`src/rtl/section_iv_table_engine_macros.svh`:
```
// Assertion macros used by the section IV table engine top level.
`ifndef SECTION_IV_TABLE_ENGINE_MACROS_SVH
`define SECTION_IV_TABLE_ENGINE_MACROS_SVH

// Same-cycle implication, disabled while reset is asserted.
`define SIVT_ASSERT_IMP(lbl, ck, rstn, ante, cons) \
  lbl: assert property (@(posedge ck) disable iff (!(rstn)) (ante) |-> (cons)) \
    else $error("%m: same-cycle check failed");

// Next-cycle implication, disabled while reset is asserted.
`define SIVT_ASSERT_NXT(lbl, ck, rstn, ante, cons) \
  lbl: assert property (@(posedge ck) disable iff (!(rstn)) (ante) |=> (cons)) \
    else $error("%m: next-cycle check failed");

`endif

```
`src/rtl/sivt_pkg.sv`:
```
// Types and constants shared by the section IV table engine.
`default_nettype none

package sivt_pkg;

  localparam int KEY_WORDS  = 4;
  localparam int KEY_BYTES  = 32;
  localparam int SLOT_BITS  = 160;
  localparam int SLOT_WORDS = 5;
  localparam int WORD_BITS  = 32;
  localparam int CHUNK_BITS = 40;
  localparam int IV_BITS    = 64;

  localparam logic [1:0] OP_FILL = 2'd0;
  localparam logic [1:0] OP_HASH = 2'd1;
  localparam logic [1:0] OP_READ = 2'd2;

  localparam logic [1:0] LAST_CHUNK = 2'd3;

  localparam logic [2:0] REG_KEY0    = 3'd0;
  localparam logic [2:0] REG_KEY1    = 3'd1;
  localparam logic [2:0] REG_KEY2    = 3'd2;
  localparam logic [2:0] REG_KEY3    = 3'd3;
  localparam logic [2:0] REG_KEY_LEN = 3'd4;

  localparam logic [5:0] KEY_LEN_MAX   = 6'd32;
  localparam logic [5:0] KEY_LEN_RESET = 6'd1;

  typedef enum logic [1:0] {
    ST_IDLE,
    ST_HASH,
    ST_READ,
    ST_FILL
  } state_t;

  typedef struct packed {
    logic [KEY_WORDS-1:0][63:0] key_word;
    logic [5:0]                 key_length;
  } cfg_t;

  typedef struct packed {
    logic capture;
    logic fill_init;
    logic fill_write;
    logic hash_commit;
    logic read_commit;
  } cmd_t;

  typedef struct packed {
    logic fill_last;
  } sts_t;

endpackage

`default_nettype wire

```
`src/rtl/sivt_ctrl.sv`:
```
// Request sequencer: decodes requests and drives the datapath commands.
`default_nettype none

module sivt_ctrl (
  input  logic            clk,
  input  logic            rst_n,
  input  logic            start,
  input  logic [1:0]      opcode,
  input  sivt_pkg::sts_t  sts,
  output logic            busy,
  output sivt_pkg::cmd_t  cmd
);

  sivt_pkg::state_t state_r;
  sivt_pkg::state_t state_nxt;
  logic             accept;

  assign accept = start && (state_r == sivt_pkg::ST_IDLE);

  always_comb begin
    state_nxt = state_r;
    case (state_r)
      sivt_pkg::ST_IDLE: begin
        if (accept) begin
          case (opcode)
            sivt_pkg::OP_FILL: state_nxt = sivt_pkg::ST_FILL;
            sivt_pkg::OP_HASH: state_nxt = sivt_pkg::ST_HASH;
            sivt_pkg::OP_READ: state_nxt = sivt_pkg::ST_READ;
            default:           state_nxt = sivt_pkg::ST_IDLE;
          endcase
        end
      end
      sivt_pkg::ST_HASH: state_nxt = sivt_pkg::ST_IDLE;
      sivt_pkg::ST_READ: state_nxt = sivt_pkg::ST_IDLE;
      sivt_pkg::ST_FILL: begin
        if (sts.fill_last) begin
          state_nxt = sivt_pkg::ST_IDLE;
        end
      end
      default: state_nxt = sivt_pkg::ST_IDLE;
    endcase
  end

  always_comb begin
    cmd  = '0;
    busy = 1'b1;
    case (state_r)
      sivt_pkg::ST_IDLE: begin
        busy          = 1'b0;
        cmd.capture   = accept;
        cmd.fill_init = accept && (opcode == sivt_pkg::OP_FILL);
      end
      sivt_pkg::ST_HASH: cmd.hash_commit = 1'b1;
      sivt_pkg::ST_READ: cmd.read_commit = 1'b1;
      sivt_pkg::ST_FILL: cmd.fill_write  = 1'b1;
      default: begin
        cmd  = '0;
        busy = 1'b0;
      end
    endcase
  end

  always_ff @(posedge clk) begin
    if (!rst_n) begin
      state_r <= sivt_pkg::ST_IDLE;
    end else begin
      state_r <= state_nxt;
    end
  end

endmodule

`default_nettype wire

```
`config.mk`:
```
export PLATFORM = sky130hd
export DESIGN_NAME = sivt_ctrl
export DESIGN_NICKNAME = d
export VERILOG_FILES = /design/src/rtl/section_iv_table_engine_macros.svh /design/src/rtl/sivt_pkg.sv /design/src/rtl/sivt_ctrl.sv
export SDC_FILE = /design/constraint.sdc
export NUM_CORES = 1
export LEC_CHECK = 0
export BUFFER_PORTS_ARGS = -buffer_cell sky130_fd_sc_hd__buf_2
export CAP_MARGIN = 20
export CORE_AREA = 2 2 39 41
export CTS_CLUSTER_DIAMETER = 200
export DETAILED_ROUTE_END_ITERATION = 6
export DIE_AREA = 0 0 41 43
export HOLD_SLACK_MARGIN = 0.02
export RECOVER_POWER = 25
export SETUP_SLACK_MARGIN = 0.4
export SYNTH_ARGS = -nofsm -noshare
export SYNTH_HDL_FRONTEND = slang
export SYNTH_SLANG_ARGS = --single-unit
```
`constraint.sdc`:
```
create_clock -name clk -period 1.2 [get_ports clk]
set_input_delay 0.06 -clock clk [delete_from_list [all_inputs] [get_ports clk]]
set_output_delay 0.06 -clock clk [all_outputs]
set_load 0.01 [all_outputs]
```
Word-level counts from Yosys, hierarchy flattened
Cells that the tools add are included.

Register bits after elaboration: 2. Input port bits: 6. Output and inout bits: 6. Logic and storage cells: 23.

Equal/unequal tests: 7. Mux-type cells: 9. Reduce and logical (&&, ||, !) cells: 6.

Operators with widths (number): 2-bit case mux with 3 select lines (2); 2-bit == test (second input constant) (3); 2-bit 2-to-1 mux (3); 2-bit by 1-bit == test with 1-bit output (second input constant) (2); 2-bit zero test (2); 1-bit 2-to-1 mux (4); 2-bit != test (second input constant) (2); 1-bit logical AND (2); 2-bit AND reduction (1); 2-bit OR reduction (1).

Depth between registers and ports, before layout
Depth after elaboration: 4. Mapped depth: 2. Mapped depth without buffers: 2.

Least setup slack after synthesis
Ideal clock, no wire load.

Kind: register -> output. Start: reg state_r[0]. End: out cmd[3] (netlist name). Arrival time: 0.925 ns. Required time: 1.140 ns. Slack: 0.215 ns. Stages on the path, launching flop included: 3. Buffers on the path: 0. Cells stage by stage: dfxtp_1 -> or3b_4 -> nor3_2.

RTL lines: from (decl) (line sivt_ctrl.sv:14) `sivt_pkg::state_t state_r;`; from (signal assigned) (line sivt_ctrl.sv:65) `state_r <= sivt_pkg::ST_IDLE;`; from (signal assigned) (line sivt_ctrl.sv:67) `state_r <= state_nxt;`; to (decl) (line sivt_ctrl.sv:11) `output sivt_pkg::cmd_t cmd`.

==> flow_metrics.py <==
metrics = {
    "grt": {
        "grt_util_met1": 0.0673,
        "grt_pass1_wl_um": 703,
        "grt-ovfl-total": 0,
        "antenna_found_initial": 0,
        "grt_max_degree": 6,
        "use_met2": 0.0875,
        "met3_usage": 0.0314,
        "grt_usage": 0.0702,
        "grt_pass1_vias": 182,
        "gr-max-usage-layer": "met4",
    },
    "timing": {
        "fmax_mhz": 794,
        "grt_setup_unrepaired": "true",
        "worst_slack_ns": -0.0600,
        "slew_viol_final": 0,
        "fin_crit_sh": 1.05,
        "hold_violations": 0,
        "slew_headroom": 0.888,
        "clock_skew_ns": 0.00388,
        "post-route-min-period_ns": 1.26,
        "setup_viol": 3,
        "holdWs_ns": 0.127,
        "worstMarginPinSlew_ns": 0.168,
    },
    "power": {
        "p_seq_frac": 0.237,
        "netSwitchingFraction": 0.247,
        "ir_drop_mv": 0.268,
        "finalPower_uw": 306,
        "internal-power_uw": 230,
        "clkPwrFrac": 0.498,
        "p_comb_frac": 0.265,
        "power.switching_uw": 75.6,
        "p_leak_nw": 0.160,
        "power_density_nw_per_um2": 989,
    },
    "logic_synthesis": {
        "ys.warnings.count": 0,
        "ys.flop_type": "dfxtp_1",
        "synth_cell_types": 10,
        "synth.top_cell.area_share": 0.308,
        "synth_top_cell_by_area": "dfxtp_1",
        "asyncSetResetFlopFracSynth": 0,
        "syn-cell-area_um2": 130,
        "yosys-top-cells-count": "2 x dfxtp_1, 2 x nand2b_1, 2 x nor2b_1, 2 x o21ai_2",
        "syn_area_per_cell_um2": 9.29,
        "synth.area.top_cells": "dfxtp_1 31%, o21ai_2 13%, nand2b_1 9.6%, nor2b_1 9.6%, or3b_4 8.7%",
        "ys_ff_latch": 2,
        "synthCells": 14,
        "seq_area_frac_synth": 0.308,
        "synth_nets": 20,
        "synth_edf_count": 0,
    },
    "hold_path": {
        "worstHoldPathType": "primary input to flop",
    },
    "layout": {
        "nets": 42,
        "regArea_um2": 42.5,
        "fill_cells": 156,
        "largest_reg_flops": 2,
        "syn_to_final_growth_pct": 137,
        "layout-drive-gt1-share": 0.824,
        "design_area_um2": 309,
        "fin_util": 0.223,
        "regMostFlops": "state_r",
        "multi_input_area_um2": 96.3,
        "reg.largest.list": "state_r: 2 flops",
        "antenna_cells": 0,
    },
    "route": {
        "vias": 183,
        "via_per_inst": 3.66,
        "routedWlPerCell_um": 9.28,
        "remaining_drc_errors": 0,
        "drtIter0Drc": 3,
        "totalWireLength_um": 464,
        "ant_nets": 0,
        "dr.pass1.iters": 2,
    },
    "floorplanning": {
        "fp.dieH_um": 43,
        "coreArea_um2": 1380,
        "die-area_um2": 1760,
        "ioPinCount": 12,
        "initial_utilization": 0.0940,
        "rows": 14,
        "die_w_um": 41,
    },
    "clock_network": {
        "cts_tree": "built",
        "numCtsBuffers": 3,
        "cts_max_level": 1,
        "clock_sinks": 2,
        "cts_hold_buf": 0,
        "clk_pin_slew_ns": 0.03,
        "clockBufferDepth": 2,
        "clock_latency_ns": 0.23,
        "cts_root_buf": "clkbuf_4",
    },
    "run_status": {
        "violations": "negative setup slack",
        "status": "complete, but fails checks",
    },
    "job": {
        "cap_viol_max_count": 0,
    },
    "setup_path": {
        "cp_max_fo": 3,
        "cp.arrival_ns": 1.20,
        "cp_cell_sequence": "or3b_4 -> nor3_4 -> buf_2",
        "crit_required_ns": 1.14,
        "worstSetupEndpointType": "output port",
        "cp_slowest_cell": "or3b_4",
        "crit_type": "flop to output port",
        "worst-path-buf-inv": 1,
        "critPathMaxStageDelay_ns": 0.42,
        "critPathTopFamily": "simple AND/OR/NAND/NOR gates",
        "critPathLaunchType": "flop",
    },
    "placement": {
        "io_buffers": 11,
        "dpl_cell_area_um2": 213,
        "pre_cts_ws_ns": 0.130,
        "gp_congestion": 0.530,
    },
}
-- layout make-up --
class                           count  area share
Multi-Input combinational cell     11       0.312
Clock buffer                        3      0.0729
Inverter                            1      0.0121
Sequential cell                     2       0.138
Tap cell                           16      0.0648
Timing Repair Buffer               17       0.401
-- cell families (layout without fill, tap and decap cells) --
logic type,after synthesis,in the layout,share of synthesized area
AO/OA/AOI/OAI,2,2,0.135
buffers and inverters,1,21,0.0288
flip-flops,2,2,0.308
AND/OR/NAND/NOR,9,9,0.529
-- tightest hold or removal path, delay by kind of cell --
family,cells,cell delay [ns]
AO/OA/AOI/OAI,1,0.06
buffers and inverters,1,0.12
AND/OR/NAND/NOR,1,0.08
-- stage by stage --
stage                     cells  setup TNS, ns
after floorplan              14              0
after global placement       41              0
after detailed placement     41              0
after CTS                    50         -0.196
after global routing         50         -0.282
final                        50         -0.158
-- per-layer routing --
metal / vias up / part of all wire
met4: 0 / 0
li1: 90 / -
met2: 11 / 0.49
met5: - / 0
met1: 82 / 0.42
met3: 0 / 0.086
-- cell usage in the layout (no fill, tap or decap) --
| cell | count |
|---|---|
| and2_4 | 1 |
| buf_2 | 9 |
| buf_4 | 3 |
| buf_6 | 5 |
| clkbuf_4 | 3 |
| dfxtp_2 | 2 |
| inv_1 | 1 |
| nand2b_1 | 2 |
| nand4b_1 | 1 |
| nor2b_1 | 2 |
| nor3_4 | 1 |
| o21ai_2 | 2 |
| or2_4 | 1 |
| or3b_4 | 1 |
-- final timing paths --
check | start | to | slack [ns] | cells past startpoint
worst min-delay path | rst_n | state_r[0] | 0.13 | 3
worst min register to register | state_r[0] | state_r[0] | 0.72 | 3
worst max register to register | state_r[1] | state_r[1] | -0.05 | 5
worst max-delay path | state_r[1] | cmd[3] | -0.06 | 3
-- power groups by stage --
stage / logic, mW / registers, mW / clock network, mW
after detailed placement: 0.0484 / 0.0749 / 0
after floorplan: 0.0270 / 0.0739 / 0
final: 0.0809 / 0.0724 / 0.152
after global routing: 0.0879 / 0.0725 / 0.166
after global placement: 0.0479 / 0.0746 / 0
after CTS: 0.0743 / 0.0722 / 0.162
-- repair_timing --
item / in CTS / in global routing
resized for setup: 5 / 3
buffers inserted: 6 / 0
pin swaps: 1 / 0
endpoints found under the setup margin: 8 / 8
Power figures use the tool's default switching activity.
