**config.mk**
```make
export PLATFORM = sky130hd
export DESIGN_NAME = sivt_regs
export DESIGN_NICKNAME = d
export VERILOG_FILES = /design/src/rtl/section_iv_table_engine_macros.svh /design/src/rtl/sivt_pkg.sv /design/src/rtl/sivt_regs.sv
export SDC_FILE = /design/constraint.sdc
export NUM_CORES = 1
export LEC_CHECK = 0
export ABC_CLOCK_PERIOD_IN_PS = 2500
export BUFFER_PORTS_ARGS = -buffer_cell sky130_fd_sc_hd__clkbuf_2
export CORE_ASPECT_RATIO = 0.7
export CORE_MARGIN = 2
export CORE_UTILIZATION = 45
export DETAILED_ROUTE_END_ITERATION = 6
export PLACE_DENSITY = 0.78
export REMOVE_ABC_BUFFERS = 1
export SLEW_MARGIN = 10
export SYNTH_ARGS = -nofsm -noshare
export SYNTH_HDL_FRONTEND = slang
export SYNTH_SLANG_ARGS = --single-unit
```
**constraint.sdc**
```tcl
create_clock -name clk -period 2.5 [get_ports clk]
set_input_delay 0.5 -clock clk [delete_from_list [all_inputs] [get_ports clk]]
set_output_delay 0.5 -clock clk [all_outputs]
set_load 0.02 [all_outputs]
```
**src/rtl/section_iv_table_engine_macros.svh**
```systemverilog
// Assertion macros used by the section IV table engine top level.
`ifndef SECTION_IV_TABLE_ENGINE_MACROS_SVH
`define SECTION_IV_TABLE_ENGINE_MACROS_SVH

// Same-cycle implication, disabled while reset is asserted.
`define SIVT_ASSERT_IMP(lbl, ck, rstn, ante, cons) \
  lbl: assert property (@(posedge ck) disable iff (!(rstn)) (ante) |-> (cons)) \
    else $error("%m: same-cycle check failed");

// Next-cycle implication, disabled while reset is asserted.
`define SIVT_ASSERT_NXT(lbl, ck, rstn, ante, cons) \
  lbl: assert property (@(posedge ck) disable iff (!(rstn)) (ante) |=> (cons)) \
    else $error("%m: next-cycle check failed");

`endif

```
**src/rtl/sivt_pkg.sv**
```systemverilog
// Types and constants shared by the section IV table engine.
`default_nettype none

package sivt_pkg;

  localparam int KEY_WORDS  = 4;
  localparam int KEY_BYTES  = 32;
  localparam int SLOT_BITS  = 160;
  localparam int SLOT_WORDS = 5;
  localparam int WORD_BITS  = 32;
  localparam int CHUNK_BITS = 40;
  localparam int IV_BITS    = 64;

  localparam logic [1:0] OP_FILL = 2'd0;
  localparam logic [1:0] OP_HASH = 2'd1;
  localparam logic [1:0] OP_READ = 2'd2;

  localparam logic [1:0] LAST_CHUNK = 2'd3;

  localparam logic [2:0] REG_KEY0    = 3'd0;
  localparam logic [2:0] REG_KEY1    = 3'd1;
  localparam logic [2:0] REG_KEY2    = 3'd2;
  localparam logic [2:0] REG_KEY3    = 3'd3;
  localparam logic [2:0] REG_KEY_LEN = 3'd4;

  localparam logic [5:0] KEY_LEN_MAX   = 6'd32;
  localparam logic [5:0] KEY_LEN_RESET = 6'd1;

  typedef enum logic [1:0] {
    ST_IDLE,
    ST_HASH,
    ST_READ,
    ST_FILL
  } state_t;

  typedef struct packed {
    logic [KEY_WORDS-1:0][63:0] key_word;
    logic [5:0]                 key_length;
  } cfg_t;

  typedef struct packed {
    logic capture;
    logic fill_init;
    logic fill_write;
    logic hash_commit;
    logic read_commit;
  } cmd_t;

  typedef struct packed {
    logic fill_last;
  } sts_t;

endpackage

`default_nettype wire

```
**src/rtl/sivt_regs.sv**
```systemverilog
// Configuration register file behind the APB-style port.
`default_nettype none

module sivt_regs (
  input  logic            clk,
  input  logic            rst_n,
  input  logic            psel,
  input  logic            penable,
  input  logic            pwrite,
  input  logic [5:0]      paddr,
  input  logic [63:0]     pwdata,
  output logic [63:0]     prdata,
  output logic            pready,
  output sivt_pkg::cfg_t  cfg
);

  sivt_pkg::cfg_t cfg_r;
  sivt_pkg::cfg_t cfg_nxt;
  logic           wr_en;
  logic [2:0]     reg_idx;

  assign reg_idx = paddr[5:3];
  assign wr_en   = psel && penable && pwrite;
  assign pready  = 1'b1;
  assign cfg     = cfg_r;

  always_comb begin
    cfg_nxt = cfg_r;
    if (wr_en) begin
      case (reg_idx)
        sivt_pkg::REG_KEY0:    cfg_nxt.key_word[0] = pwdata;
        sivt_pkg::REG_KEY1:    cfg_nxt.key_word[1] = pwdata;
        sivt_pkg::REG_KEY2:    cfg_nxt.key_word[2] = pwdata;
        sivt_pkg::REG_KEY3:    cfg_nxt.key_word[3] = pwdata;
        sivt_pkg::REG_KEY_LEN: cfg_nxt.key_length  = pwdata[5:0];
        default:               cfg_nxt = cfg_r;
      endcase
    end
  end

  always_comb begin
    case (reg_idx)
      sivt_pkg::REG_KEY0:    prdata = cfg_r.key_word[0];
      sivt_pkg::REG_KEY1:    prdata = cfg_r.key_word[1];
      sivt_pkg::REG_KEY2:    prdata = cfg_r.key_word[2];
      sivt_pkg::REG_KEY3:    prdata = cfg_r.key_word[3];
      sivt_pkg::REG_KEY_LEN: prdata = 64'(cfg_r.key_length);
      default:               prdata = '0;
    endcase
  end

  always_ff @(posedge clk) begin
    if (!rst_n) begin
      cfg_r.key_word   <= '0;
      cfg_r.key_length <= sivt_pkg::KEY_LEN_RESET;
    end else begin
      cfg_r <= cfg_nxt;
    end
  end

endmodule

`default_nettype wire

```
After elaboration in Yosys (flattened, before gate mapping)
Cells that the tools add are included.
W data, S select, Z words.
{"block": "word_totals", "inputBits": 75, "out_inout_bits": 327, "regBits": 262, "elab_cells": 18}
{"block": "classes", "eq_ne": 4, "n_reduce_logical": 8, "mux": 1}
{"operator": "$pmux W64 S5", "count": 1}
{"operator": "$reduce_and A2 Y1", "count": 5}
{"operator": "$eq A3 B2 Y1 const B", "count": 2}
{"operator": "$eq A3 B1 Y1 const B", "count": 1}
{"operator": "$eq A3 B3 Y1 const B", "count": 1}
{"operator": "$logic_not A3 Y1", "count": 1}
{"operator": "$logic_and A1 B1 Y1", "count": 2}

Depth between registers and ports, before layout
Gate-level depths: netlist of the first run.
{"block": "depth", "ltp_word": 3, "mapped_depth": 6, "mapped_depth_nobuf": 3}

Least setup slack after synthesis of the first run
OpenSTA, ideal clock, no wires.
{"block": "synth_timing", "path_kind": "input -> output", "startpoint": "in paddr[3]", "endpoint": "out prdata[0]", "path_stages": 5, "path_buffers": 2, "required_time_ps": 2000, "t_arrival_ps": 1648, "path_slack_ps": 352, "cell_sequence": "buf_4 buf_2 nor2b_1 a22oi_1 o22ai_1"}
{"block": "synth_between", "elab_chain_cells": 2}
{"item": "start, declared", "line_no": "sivt_regs.sv:10", "source": "input logic [5:0] paddr,"}
{"item": "$eq A3 B3 Y1 (tied with other cells)", "line_no": "sivt_regs.sv:42", "source": "case (reg_idx)"}
{"item": "$pmux W64 S5 *", "line_no": "sivt_regs.sv:42"}
{"item": "end, declared", "line_no": "sivt_regs.sv:12", "source": "output logic [63:0] prdata,"}
Every way passes the cells marked *; elsewhere a longest branch is shown, timed or not.

Worst setup path in the final report of the first run
{"block": "layout_timing", "startpoint": "in paddr[3]", "endpoint": "out prdata[40]"}
Same word-level chain as after synthesis.

==> flow_summary.json, run 1 <==
{
  "clockBufferDepth": 3,
  "firstDrtPassIters": 5,
  "syn_area_um2": 11720,
  "overflow": 0,
  "largest_reg_flops": 262,
  "die_x_um": 196.9,
  "clkTransAtPathRegs_ns": 0.06,
  "finClkSkew_ns": 0,
  "cpPeakStageDelay_ns": 0.52,
  "r2r-end": "cfg[71]$_SDFFE_PN0P_",
  "yosys_register_bits": 262,
  "holdWs_ns": 0.2732,
  "status": "completed",
  "min_from": "pwdata[0]",
  "synth_edf_count": 0,
  "period_needed_ns": 2.382,
  "async_reset_ff_frac": 0,
  "cp_data_required_time_ns": 2.00,
  "via_per_inst": 5.327,
  "ys_top_cells_by_count": "nand2_1, dfxtp_1, mux2i_1, nor2b_1, mux4_2",
  "die_area_um2": 27360,
  "setup_viol": 0,
  "p_per_area_nw_per_um2": 600.0,
  "synth_ff_type": "dfxtp_1",
  "endpoint_kind": "primary output",
  "r2r-start": "cfg[71]$_SDFFE_PN0P_",
  "ant_nets": 0,
  "totalWireLength_um": 34420,
  "synth.avg_cell_area_um2": 10.75,
  "whs_endpoint": "cfg[0]$_SDFFE_PN1P_",
  "yosysTopAreaCellShare": 0.4477,
  "rsz0062_at_grt": "no",
  "netlist.top_cell.by_area": "dfxtp_1",
  "routed-via-count": 9664,
  "highest_layer": "met4",
  "wl_met3_um": 2407,
  "insertion_delay_ns": 0.50,
  "grt_start_max_net_pins": 66,
  "tns_ns": 0,
  "antenna_found_initial": 2,
  "synth.distinct_cells": 23,
  "num_io_pins": 402,
  "maxCapViolCount": 0,
  "ys_seq_area_frac": 0.4477,
  "syn_to_final_growth_pct": 27.11,
  "post-route-util": 0.5811,
  "synthTopCellsByArea": "dfxtp_1, mux2i_1, mux4_2, nand2_1, nor2b_1",
  "grt_pass1_wl_um": 53010,
  "whs_path_depth": 3,
  "hpwl_um": 24790,
  "drive_gt1_frac": 0.3666,
  "wire_per_inst_um": 18.98,
  "reg2regPathDepth": 2,
  "hold_viol_final": 0,
  "drcViolationCount": 0,
  "initialDrtViolationCount": 475,
  "nets": 1538,
  "cts_max_level": 1,
  "final-max-slew-violation-count": 0,
  "grt_usage": 0.2416,
  "leakagePower_nw": 6.115,
  "die_h_um": 139,
  "critPathSlowestCell": "mux4_2",
  "cts-root-buf": "clkbuf_16",
  "grt_pass1_vias": 9476,
  "cpLargestDelayFamily": "buffers and inverters",
  "critical_path_buf_inv_count": 3,
  "io_buffers": 397,
  "cts_buffers": 25,
  "rows": 49,
  "period_share": 0.9527,
  "yosys_warnings": 0,
  "synth.most_common_cell": "nand2_1",
  "crit_type": "input pin to primary output",
  "wl_met2_um": 16610,
  "r2r_slack_ns": 1.78,
  "cts_sinks": 262,
  "coreArea_um2": 25630,
  "holdBufCountCts": 0,
  "place.gp.congestion": 0.8373,
  "cts_tree": "done",
  "m1WireLength_um": 14690,
  "hold_path.class": "input pin to flip-flop",
  "path_cells": "buf_4, buf_12, mux4_2, nor2b_1, clkbuf_2",
  "fmax_mhz": 419.8,
  "cp_max_fo": 22,
  "syn-instance-count": 1090,
  "ir_worst_vdd_mv": 0.4376,
  "start_util": 0.4572,
  "worst_ep_arrival_time_ns": 1.88,
  "cp-start-kind": "input pin"
}
[power breakdown]
| group | leakage [nW] | switching (W) | internal (W) |
|---|---|---|---|
| combinational | 3.55 | 0.000366 | 0.000215 |
| sequential | 2.11 | 0.0000282 | 0.00420 |
| clock | 0.455 | 0.00161 | 0.00251 |
[final cells by class]
cell class | count | area, um^2
clock inverters | 10 | 153.9
fillers | 2142 | 10730
repair buffers | 433 | 2460
well taps | 331 | 414.1
flip-flops and latches | 262 | 5245
multi-input cells | 741 | 5862
diodes | 2 | 5.005
clock buffers | 35 | 753.2
[worst max-delay path by stage]
stage / start / endpoint / cells past startpoint
global placement: paddr[3] / prdata[25] / 5
floorplan: paddr[5] / cfg[10]$_SDFFE_PN0P_ / 3
CTS: paddr[3] / prdata[24] / 5
finish: paddr[3] / prdata[40] / 5
global route: paddr[3] / prdata[37] / 5
detailed placement: paddr[3] / prdata[28] / 5
[worst min-delay path: stages]
cell	delay, ns
clkbuf_2	0.09
nor2b_1	0.04
mux2i_1	0.11
[placed cells by master, fill, tap and decap left out, drive strengths merged]
cell type,n
nor2,2
buf,40
nor3,2
clkinv,5
mux2i,262
nor3b,2
clkbuf,428
o22ai,6
mux4,58
nand4b,1
dfxtp,262
bufinv,4
nand4,1
conb,1
nand2,326
diode,2
a22oi,12
nor2b,62
mux2,6
inv,1
[cell families (layout without fill, tap and decap cells)]
family	Yosys count	in the layout	share of synthesized area
flops	262	262	0.4477
compound gates	18	18	0.01089
other cells	1	3	0.0003201
buf+inv	87	478	0.05372
mux	326	326	0.3411
simple gates	396	396	0.1463
[per-stage QoR]
stage               setup slack (ns)  power, W  cell area (um^2)  cells
finish                        0.1182  0.008935             14890   1814
global route                 0.05292  0.009176             14890   1814
CTS                           0.1017  0.008995             14890   1812
detailed placement            0.1077  0.004907             13980   1767
global placement              0.1154  0.004892             13980   1767
floorplan                     -5.100  0.004552             11090   1003
[timing repair]
item                                    4_1_cts  5_1_grt
setup buffers                                 0        0
endpoints found under the setup margin        0        1
gates resized for setup                       0        1
[metal layers]
metal	GRT usage	vias to the layer above
met5	0	-
met4	0.06371	0
met3	0.04450	49
met2	0.4110	367
met1	0.3167	4755
li1	-	4493
Note: power is estimated with default switching activity, not from simulation.
==> inputs of run 2 (changes only) <==
--- a/config.mk
+++ b/config.mk
@@ -5,13 +5,14 @@
 export SDC_FILE = /design/constraint.sdc
 export NUM_CORES = 1
 export LEC_CHECK = 0
-export ABC_CLOCK_PERIOD_IN_PS = 2500
+export ABC_CLOCK_PERIOD_IN_PS = 2310
 export BUFFER_PORTS_ARGS = -buffer_cell sky130_fd_sc_hd__clkbuf_2
 export CORE_ASPECT_RATIO = 0.7
 export CORE_MARGIN = 2
 export CORE_UTILIZATION = 45
 export DETAILED_ROUTE_END_ITERATION = 6
 export PLACE_DENSITY = 0.78
+export RECOVER_POWER = 50
 export REMOVE_ABC_BUFFERS = 1
 export SLEW_MARGIN = 10
 export SYNTH_ARGS = -nofsm -noshare
==> constraint.sdc (replaced) <==
create_clock -name clk -period 2.31 [get_ports clk]
set_input_delay 0.462 -clock clk [delete_from_list [all_inputs] [get_ports clk]]
set_output_delay 0.462 -clock clk [all_outputs]
set_load 0.02 [all_outputs]
==> flow_summary.json, run 2 (synthesized netlist as in run 1, its figures left out) <==
{
  "insertion_delay_ns": 0.52,
  "die_x_um": 196.9,
  "r2r-start": "cfg[73]$_SDFFE_PN0P_",
  "crit_end": "prdata[6]",
  "cp_max_fo": 20,
  "worst_ep_arrival_time_ns": 1.79,
  "critPathSlowestCell": "mux4_2",
  "routed-via-count": 9711,
  "cts_buffers": 26,
  "holdBufCountCts": 0,
  "grt_pass1_vias": 9584,
  "post-route-util": 0.5806,
  "antenna_found_initial": 1,
  "place.gp.congestion": 0.8501,
  "status": "finished with violations",
  "finClkSkew_ns": 0,
  "grt_pass1_wl_um": 53010,
  "violations": "capacitance limit, slew limit",
  "cpPeakStageDelay_ns": 0.52,
  "cp-start-kind": "input pin",
  "r2r_slack_ns": 1.59,
  "rsz0062_at_grt": "no",
  "layout_common_cells": "clkbuf_2, nand2_1, mux2i_1, dfxtp_1, nor2b_1",
  "cts_sinks": 262,
  "holdWs_ns": 0.2417,
  "cts_tree": "done",
  "rows": 49,
  "initialDrtViolationCount": 471,
  "period_needed_ns": 2.252,
  "via_per_inst": 5.336,
  "ir_worst_vdd_mv": 0.4494,
  "final-seq-area_um2": 5245,
  "crit_type": "input pin to primary output",
  "cp.depth": 5,
  "largest_reg_flops": 262,
  "drive_gt1_frac": 0.3488,
  "post-cts-setup-buffers": 0,
  "num_io_pins": 402,
  "final_common_cell": "clkbuf_2",
  "tightest_slew_ns": 1.587,
  "grt_start_max_net_pins": 65,
  "p_int_w": 0.007446,
  "power.share.clock": 0.463,
  "slew-limit-headroom": -0.05788,
  "syn_to_final_growth_pct": 27.00,
  "seqPwrFrac": 0.472,
  "top_usage_layer": "met2",
  "reg2regPathDepth": 2,
  "period_share": 0.9751,
  "hold_path.class": "input pin to flip-flop",
  "ant_nets": 0,
  "p_sw_w": 0.002268,
  "overflow": 0,
  "pwr-share-comb": 0.065,
  "wire_per_inst_um": 18.96,
  "p_per_area_nw_per_um2": 652.9,
  "hold_viol_final": 0,
  "multi_input_area_um2": 5864,
  "drcViolationCount": 0,
  "final-max-slew-violation-count": 61,
  "sw_frac_of_total": 0.2334,
  "leakagePower_nw": 6.024,
  "path_cells": "buf_4, buf_12, mux4_2, nor2b_1, clkbuf_2",
  "cp_data_required_time_ns": 1.85,
  "totalWireLength_um": 34510,
  "clockBufferDepth": 3,
  "nFillCells": 2151,
  "grt.met1_usage": 0.3142,
  "firstDrtPassIters": 5,
  "nets": 1543,
  "coreArea_um2": 25630,
  "r2r-end": "cfg[73]$_SDFFE_PN0P_",
  "hpwl_um": 25020,
  "critical_path_buf_inv_count": 3,
  "grt_util_met2": 0.4183,
  "start_util": 0.4572,
  "die_area_um2": 27360,
  "endpoint_kind": "primary output",
  "setup_viol": 0,
  "die_h_um": 139,
  "p_total_w": 0.009714,
  "cts_max_level": 1,
  "io_buffers": 397,
  "cpLargestDelayFamily": "buffers and inverters",
  "fmax_mhz": 444.0,
  "maxCapViolCount": 1,
  "grt_use_met3": 0.04669,
  "clkTransAtPathRegs_ns": 0.06,
  "grt_usage": 0.2412,
  "cts-root-buf": "clkbuf_16",
  "startpoint": "paddr[3]"
}
## run 2: cell types whose count changed in the layout (fill, tap and decap cells not counted), sizes merged
cell | previous run | this run
buf | 40 | 35
clkbuf | 428 | 433
diode | 2 | 1
clkinv | 5 | 10
clkinvlp | 0 | 2
## run 2: timing repair
item	CTS	global route
resized for setup	0	2
setup endpoints to repair	0	6
hold endpoints to repair	0	0
## run 2: worst min-delay path by stage
stage	end	depth (start not counted)	slack, ns	start
CTS	cfg[0]$_SDFFE_PN1P_	3	0.21	pwdata[0]
floorplan	cfg[134]$_SDFFE_PN0P_	2	0.54	cfg[134]$_SDFFE_PN0P_
global placement	cfg[45]$_SDFFE_PN0P_	2	0.45	cfg[45]$_SDFFE_PN0P_
finish	cfg[0]$_SDFFE_PN1P_	3	0.24	pwdata[0]
detailed placement	cfg[228]$_SDFFE_PN0P_	2	0.46	cfg[228]$_SDFFE_PN0P_
global route	cfg[39]$_SDFFE_PN0P_	3	0.26	pwdata[33]
## run 2: power by group through the flow
stage	registers [W]	logic, W	clock network, W
after floorplan	0.00471	0.000212	0
after CTS	0.00458	0.000637	0.00456
after detailed placement	0.00468	0.000634	0
final	0.00458	0.000631	0.00450
after global placement	0.00468	0.000623	0
after global routing	0.00458	0.000676	0.00474
## run 2: final cells by class
type,count,area share
multi-input combinational,741,0.3941
sequential,262,0.3525
tap,331,0.02783
clock inverter,17,0.01404
clock buffer,31,0.04776
antenna,1,0.0001682
timing repair buffer,437,0.1636
## run 2: stage by stage
stage          instance area (um^2)  cells  setup WS (ns)  setup TNS [ns]
2_1_floorplan                 11090   1003         -5.252         -651.18
3_3_place_gp                  14020   1771        0.06613               0
3_5_place_dp                  14020   1771     -0.0003583      -0.0003583
4_1_cts                       14940   1819      0.0006983               0
5_1_grt                       14880   1820      0.0003754               0
6_report                      14880   1820        0.05754               0
## run 2: tightest hold or removal path, stage by stage
cell and delay [ns]:
clkbuf_2 0.09, nor2b_1 0.04, mux2i_1 0.12
## run 2: routing by layer
layer | vias to the layer above | wire length, um
met3 | 43 | 2359
met2 | 361 | 16710
met4 | 0 | 570
met1 | 4807 | 14870
li1 | 4500 | -
met5 | - | 0
